**config.mk**
```make
export PLATFORM = sky130hd
export DESIGN_NAME = ilffa_ctrl
export DESIGN_NICKNAME = d
export VERILOG_FILES = /design/src/rtl/ilffa_pkg.sv /design/src/rtl/ilffa_ctrl.sv
export SDC_FILE = /design/constraint.sdc
export NUM_CORES = 1
export LEC_CHECK = 0
export BUFFER_PORTS_ARGS = -buffer_cell sky130_fd_sc_hd__buf_2
export CAP_MARGIN = 20
export CORE_AREA = 2 2 39 41
export DETAILED_ROUTE_END_ITERATION = 8
export DIE_AREA = 0 0 41 43
export PLACE_DENSITY = 0.6
export RECOVER_POWER = 25
export SYNTH_ARGS = -nofsm -noshare
export SYNTH_HDL_FRONTEND = slang
export SYNTH_SLANG_ARGS = --single-unit
```
**constraint.sdc**
```tcl
create_clock -name clk_i -period 5.47 [get_ports clk_i]
set_input_delay 1.641 -clock clk_i [delete_from_list [all_inputs] [get_ports clk_i]]
set_output_delay 1.641 -clock clk_i [all_outputs]
set_load 0.01 [all_outputs]
```
**src/rtl/ilffa_pkg.sv**
```systemverilog
// Package for the implicit-list first-fit allocator.
// Holds item types, register and opcode codes, controller types and sizing constants.
// Used by every module in rtl/ except ilffa_ram; depends on nothing.
package ilffa_pkg;

  localparam int unsigned HEAP_BYTES_DEF = 65536;
  localparam int unsigned BLK_BYTES      = 16;
  localparam int unsigned HDR_BYTES      = 8;
  localparam int unsigned MIN_HEAP_BYTES = 64;
  localparam int unsigned REQ_W          = 17;
  localparam int unsigned ADDR_W         = 32;
  localparam int unsigned HB_W           = 17;
  localparam logic [HB_W-1:0] HEAP_BYTES_RST = 17'h10000;

  localparam logic OP_ALLOC = 1'b0;
  localparam logic OP_FREE  = 1'b1;

  localparam logic CFG_HEAP_BASE  = 1'b0;
  localparam logic CFG_HEAP_BYTES = 1'b1;

  typedef struct packed {
    logic              opcode;
    logic [REQ_W-1:0]  request_bytes;
    logic [ADDR_W-1:0] release_address;
  } in_item_t;

  typedef struct packed {
    logic              failed;
    logic [ADDR_W-1:0] payload_address;
  } out_item_t;

  typedef enum logic [3:0] {
    ST_INIT,
    ST_IDLE,
    ST_READ,
    ST_EVAL,
    ST_SPLIT,
    ST_RDNXT,
    ST_EVNXT,
    ST_MERGE,
    ST_DONE
  } ctrl_state_e;

  typedef struct packed {
    logic load_req;
    logic init_wr;
    logic rd_next;
    logic step;
    logic wr_alloc;
    logic wr_split;
    logic hold_match;
    logic latch_next;
    logic wr_merge;
    logic set_fail;
    logic out_load;
  } ctrl_cmd_t;

  typedef struct packed {
    logic op_free;
    logic at_end;
    logic fit;
    logic split;
    logic hit;
    logic next_in;
    logic out_free;
  } ctrl_sts_t;

endpackage

```
**src/rtl/ilffa_ctrl.sv**
```systemverilog
// Controller of the allocator: walks the block list one header at a time.
// Depends on ilffa_pkg.
module ilffa_ctrl (
  input  logic                  clk_i,
  input  logic                  rst_ni,
  input  logic                  in_valid_i,
  output logic                  in_stall_o,
  input  logic                  cfg_valid_i,
  output logic                  cfg_ready_o,
  input  logic                  relayout_i,
  input  ilffa_pkg::ctrl_sts_t  sts_i,
  output ilffa_pkg::ctrl_cmd_t  cmd_o
);

  ilffa_pkg::ctrl_state_e state_q, state_d;

  always_ff @(posedge clk_i or negedge rst_ni) begin
    if (!rst_ni) begin
      state_q <= ilffa_pkg::ST_INIT;
    end else begin
      state_q <= state_d;
    end
  end

  assign cfg_ready_o = (state_q == ilffa_pkg::ST_IDLE);
  assign in_stall_o  = !((state_q == ilffa_pkg::ST_IDLE) && !cfg_valid_i);

  always_comb begin
    state_d = state_q;
    unique case (state_q)
      ilffa_pkg::ST_INIT: state_d = ilffa_pkg::ST_IDLE;
      ilffa_pkg::ST_IDLE: begin
        if (relayout_i) begin
          state_d = ilffa_pkg::ST_INIT;
        end else if (in_valid_i && !cfg_valid_i) begin
          state_d = ilffa_pkg::ST_READ;
        end
      end
      ilffa_pkg::ST_READ: begin
        state_d = sts_i.at_end ? ilffa_pkg::ST_DONE : ilffa_pkg::ST_EVAL;
      end
      ilffa_pkg::ST_EVAL: begin
        if (!sts_i.op_free) begin
          if (sts_i.fit) begin
            state_d = sts_i.split ? ilffa_pkg::ST_SPLIT : ilffa_pkg::ST_DONE;
          end else begin
            state_d = ilffa_pkg::ST_READ;
          end
        end else if (sts_i.hit) begin
          state_d = sts_i.next_in ? ilffa_pkg::ST_RDNXT : ilffa_pkg::ST_MERGE;
        end else begin
          state_d = ilffa_pkg::ST_READ;
        end
      end
      ilffa_pkg::ST_SPLIT: state_d = ilffa_pkg::ST_DONE;
      ilffa_pkg::ST_RDNXT: state_d = ilffa_pkg::ST_EVNXT;
      ilffa_pkg::ST_EVNXT: state_d = ilffa_pkg::ST_MERGE;
      ilffa_pkg::ST_MERGE: state_d = ilffa_pkg::ST_DONE;
      ilffa_pkg::ST_DONE: begin
        if (sts_i.out_free) begin
          state_d = ilffa_pkg::ST_IDLE;
        end
      end
      default: state_d = ilffa_pkg::ST_IDLE;
    endcase
  end

  always_comb begin
    cmd_o = '0;
    unique case (state_q)
      ilffa_pkg::ST_INIT: cmd_o.init_wr = 1'b1;
      ilffa_pkg::ST_IDLE: cmd_o.load_req = in_valid_i && !cfg_valid_i;
      ilffa_pkg::ST_READ: cmd_o.set_fail = sts_i.at_end;
      ilffa_pkg::ST_EVAL: begin
        if (!sts_i.op_free) begin
          cmd_o.wr_alloc = sts_i.fit;
          cmd_o.step     = !sts_i.fit;
        end else begin
          cmd_o.hold_match = sts_i.hit;
          cmd_o.step       = !sts_i.hit;
        end
      end
      ilffa_pkg::ST_SPLIT: cmd_o.wr_split = 1'b1;
      ilffa_pkg::ST_RDNXT: cmd_o.rd_next = 1'b1;
      ilffa_pkg::ST_EVNXT: cmd_o.latch_next = 1'b1;
      ilffa_pkg::ST_MERGE: cmd_o.wr_merge = 1'b1;
      ilffa_pkg::ST_DONE:  cmd_o.out_load = sts_i.out_free;
      default: cmd_o = '0;
    endcase
  end

endmodule

```
* Yosys cells after proc, flatten, opt, wreduce, memory -nomap -nowiden
Index checks and enable logic that the tools add are counted.
Operators by class: eq/ne operators 10, mux-type cells 23, reduce and logical (&&, ||, !) cells 9
Operators with widths (number):
- $mux 4 | 7
- $pmux 4 s7 | 1
- $eq 4x3->1 const B | 4
- $mux 1 | 12
- $eq 4x2->1 const B | 2
- $eq 4x1->1 const B | 1
- $eq 4x4->1 const B | 1
- $logic_not 1->1 | 4
- $logic_not 4->1 | 1
- $mux 2 | 2
- $mux 3 | 1
- $ne 3x1->1 const B | 1
- $logic_and 1x1->1 | 2
- $ne 2x2->1 const B | 1
- $reduce_and 2->1 | 1
- $reduce_or 2->1 | 1
Storage, ports and cells: flip-flop bits (word level) 4, input port bits 12, output and inout bits 13, word-level logic and storage cells 43

* Logic depth before layout (Yosys ltp)
word-level depth 5, depth in mapped cells 5, gate-level depth less buffers 4

* Worst setup path after synthesis
OpenSTA, ideal clock, no wires.
path kind in2out, from input port sts_i[6] (netlist bit), to output port cmd_o[7] (netlist bit), data arrival time 2400 ps, data required time 3829 ps, path slack 1429 ps, stages 3, path buffers 0, cells stage by stage nand2b_1 -> or4b_1 -> a21oi_1
RTL lines:
- from (decl) | RTL line ilffa_ctrl.sv:11 | input ilffa_pkg::ctrl_sts_t sts_i,
- to (decl) | RTL line ilffa_ctrl.sv:12 | output ilffa_pkg::ctrl_cmd_t cmd_o

==> flow_summary.yaml <==
setup_path:
  crit_cells: 5
  start_kind: "input port"
  critPathCaptureType: "output pin"
  arrival_ns: 2.65
  cp_cell_sequence: "clkbuf_1 -> nand2b_1 -> or4b_1 -> a21oi_1 -> buf_2"
  critical_path.top_delay_family: "simple AND/OR/NAND/NOR gates"
  critPathBufInv: 2
  crit_type: "in2out"
  worst_r2r_path_depth: 4
  crit_required_ns: 3.83
  crit_fanout: 4
  crit_path_max_incr_delay_ns: 0.46
  critPathSlowestCell: "or4b_1"
placed_design:
  hpwl_um: 770
  dpl_cell_area_um2: 514
  portBuffers: 24
  gp_congestion: 0.706
route:
  drc: 0
  wl_per_cell_um: 10.3
  drtAntennaViolNets: 0
  first_iter_violations: 6
  drtPass1Iterations: 2
  viasPerCell: 4.92
  num_vias: 448
  wirelength_um: 941
global_route:
  grt_pass1_wl_um: 1440
  grt_pass1_vias: 387
  grt_use_total_pct: 12.1
  grt-ovfl-total: 0
  grt_antenna_before_repair: 0
  grt_start_max_net_pins: 14
clock_tree:
  cts-resized-gates: 0
  cts.clk_slew.worst_paths_ns: 0.04
  cts_hold_buf: 0
  clock_tree.root_cell: "clkbuf_4"
  cts.sinks: 4
  clk_path_buf_depth: 2
  post-cts-setup-buffers: 0
  htree_levels: 1
  insertion_delay_ns: 0.23
  cts_made_buffers: 3
  cts_tree: "yes"
die:
  die_h_um: 43
  die_w_um: 41
  rows: 14
  die_area_um2: 1760
  initial_core_util_pct: 27.9
  pin_count: 25
  coreArea_um2: 1380
logic_synthesis:
  synth_top_area_cell: "dfrtp_1"
  yosys_register_bits: 4
  syn_nets: 63
  synth.area.top_cells: "dfrtp_1 26%, nor4_1 6.5%, a21oi_1 5.2%"
  avgSynthCellArea_um2: 7.58
  ys_seq_area_share_pct: 25.9
  synthCells: 51
  synth_top_area_share_pct: 25.9
  ys_types: 28
  ys_warn_count: 0
  netlist_area_um2: 387
sta:
  fin_crit_sh_pct: 78.4
  fin_skew_ns: 0.00152
  finalMaxSlewViolations: 0
  worstMarginPinSlew_ns: 0.483
  rsz0062_at_grt: "no"
  finalSetupTns_ns: 0
  relSlewSlack_pct: 67.5
  fin_crit_ns: 4.29
  hold_viol_final: 0
  setup_violations: 0
  max_freq_mhz: 233
pwr:
  p_total_uw: 221
  leakagePower_uw: 0.000277
  powerDensity_nw_per_um2: 414
  vdd_drop_max_uv: 194
finish:
  largest_reg_flops: 4
  utilization_pct: 38.6
  drive_gt1_share_pct: 37.3
  syn_to_final_growth_pct: 38.2
  fin_nets: 89
  design_area_um2: 534
  diodes: 0
  largestRegisters: "state_q (4)"
  top_register: "state_q"
run:
  cap_violations: 0
hold_path:
  hp-class: "reg2reg"
  hold-path-cell-count: 1
outcome:
  outcome: "complete, no violations"
==> metal layers <==
layer | track usage, % | routed length (µm) | vias up
met4 | 10.0 | 0 | 0
met2 | 19.7 | 477 | 15
met5 | 0 | 0 | -
met1 | 12.4 | 404 | 193
li1 | - | - | 240
met3 | 2.09 | 59 | 0
==> through the flow <==
stage,setup WS [ns],std cells,hold WS [ns]
floorplan,1.43,51,0.666
global placement,1.27,88,0.674
detailed placement,1.23,88,0.658
CTS,1.22,91,0.668
global route,1.12,91,0.702
finish,1.18,91,0.676
==> area by class of cell <==
cell class	count	area, µm²
sequential	4	100
tap	16	20.0
clock buffer	3	22.5
timing repair buffer	24	118
fill	148	850
multi-input combinational	40	259
inverter	4	15.0
==> final timing paths <==
check                           start          to  slack (ns)
hold / removal             state_q[3]  state_q[1]        0.68
hold reg to reg            state_q[3]  state_q[1]        0.68
setup / recovery             sts_i[6]    cmd_o[7]        1.18
min in group asynchronous      rst_ni  state_q[2]        1.23
max in group asynchronous      rst_ni  state_q[1]        4.07
setup reg to reg           state_q[1]  state_q[1]        3.64
==> power breakdown <==
| part | switching, µW | internal (µW) | total (µW) | leakage [µW] |
|---|---|---|---|---|
| registers | 26.2 | 40.1 | 66.3 | 0.0000523 |
| clock network | 10.5 | 24.4 | 34.9 | 0.0000138 |
| logic | 60.7 | 59.0 | 120 | 0.000211 |
| total | 97.4 | 124 | 221 | 0.000277 |
==> placed cells by master (no fill, tap or decap), types with 2 or more instances in the layout <==
| master | Yosys | routed |
|---|---|---|
| buf_2 | 1 | 22 |
| nor2_1 | 5 | 5 |
| inv_1 | 4 | 4 |
| nor4_1 | 4 | 4 |
| a21oi_1 | 4 | 4 |
| dfrtp_1 | 4 | 4 |
| nand2b_1 | 3 | 3 |
| nor3_1 | 3 | 3 |
| clkbuf_4 | 0 | 3 |
| nor2b_1 | 2 | 2 |
| nand3b_1 | 2 | 2 |
| clkbuf_1 | 2 | 2 |
==> cell usage after synthesis <==
library cell	count
nor2_1	5
a21oi_1	4
dfrtp_1	4
inv_1	4
nor4_1	4
nand2b_1	3
nor3_1	3
clkbuf_1	2
nand3b_1	2
nor2b_1	2
a2111oi_2	1
a211o_1	1
a21o_1	1
a2bb2oi_1	1
a31o_1	1
and3_1	1
buf_2	1
nand2_1	1
nand2_2	1
nor4b_1	1
o21ai_0	1
o221ai_1	1
or2_2	1
or2b_1	1
or3_1	1
or4_1	1
or4b_1	1
xor2_1	1
==> logic make-up after synthesis <==
logic type / count (synthesis) / share of synthesized area (%)
compound gates: 11 / 21.4
xor+xnor: 1 / 2.27
buf+inv: 7 / 7.12
simple gates: 28 / 43.4
flops: 4 / 25.9
Power figures use the tool's default switching activity.
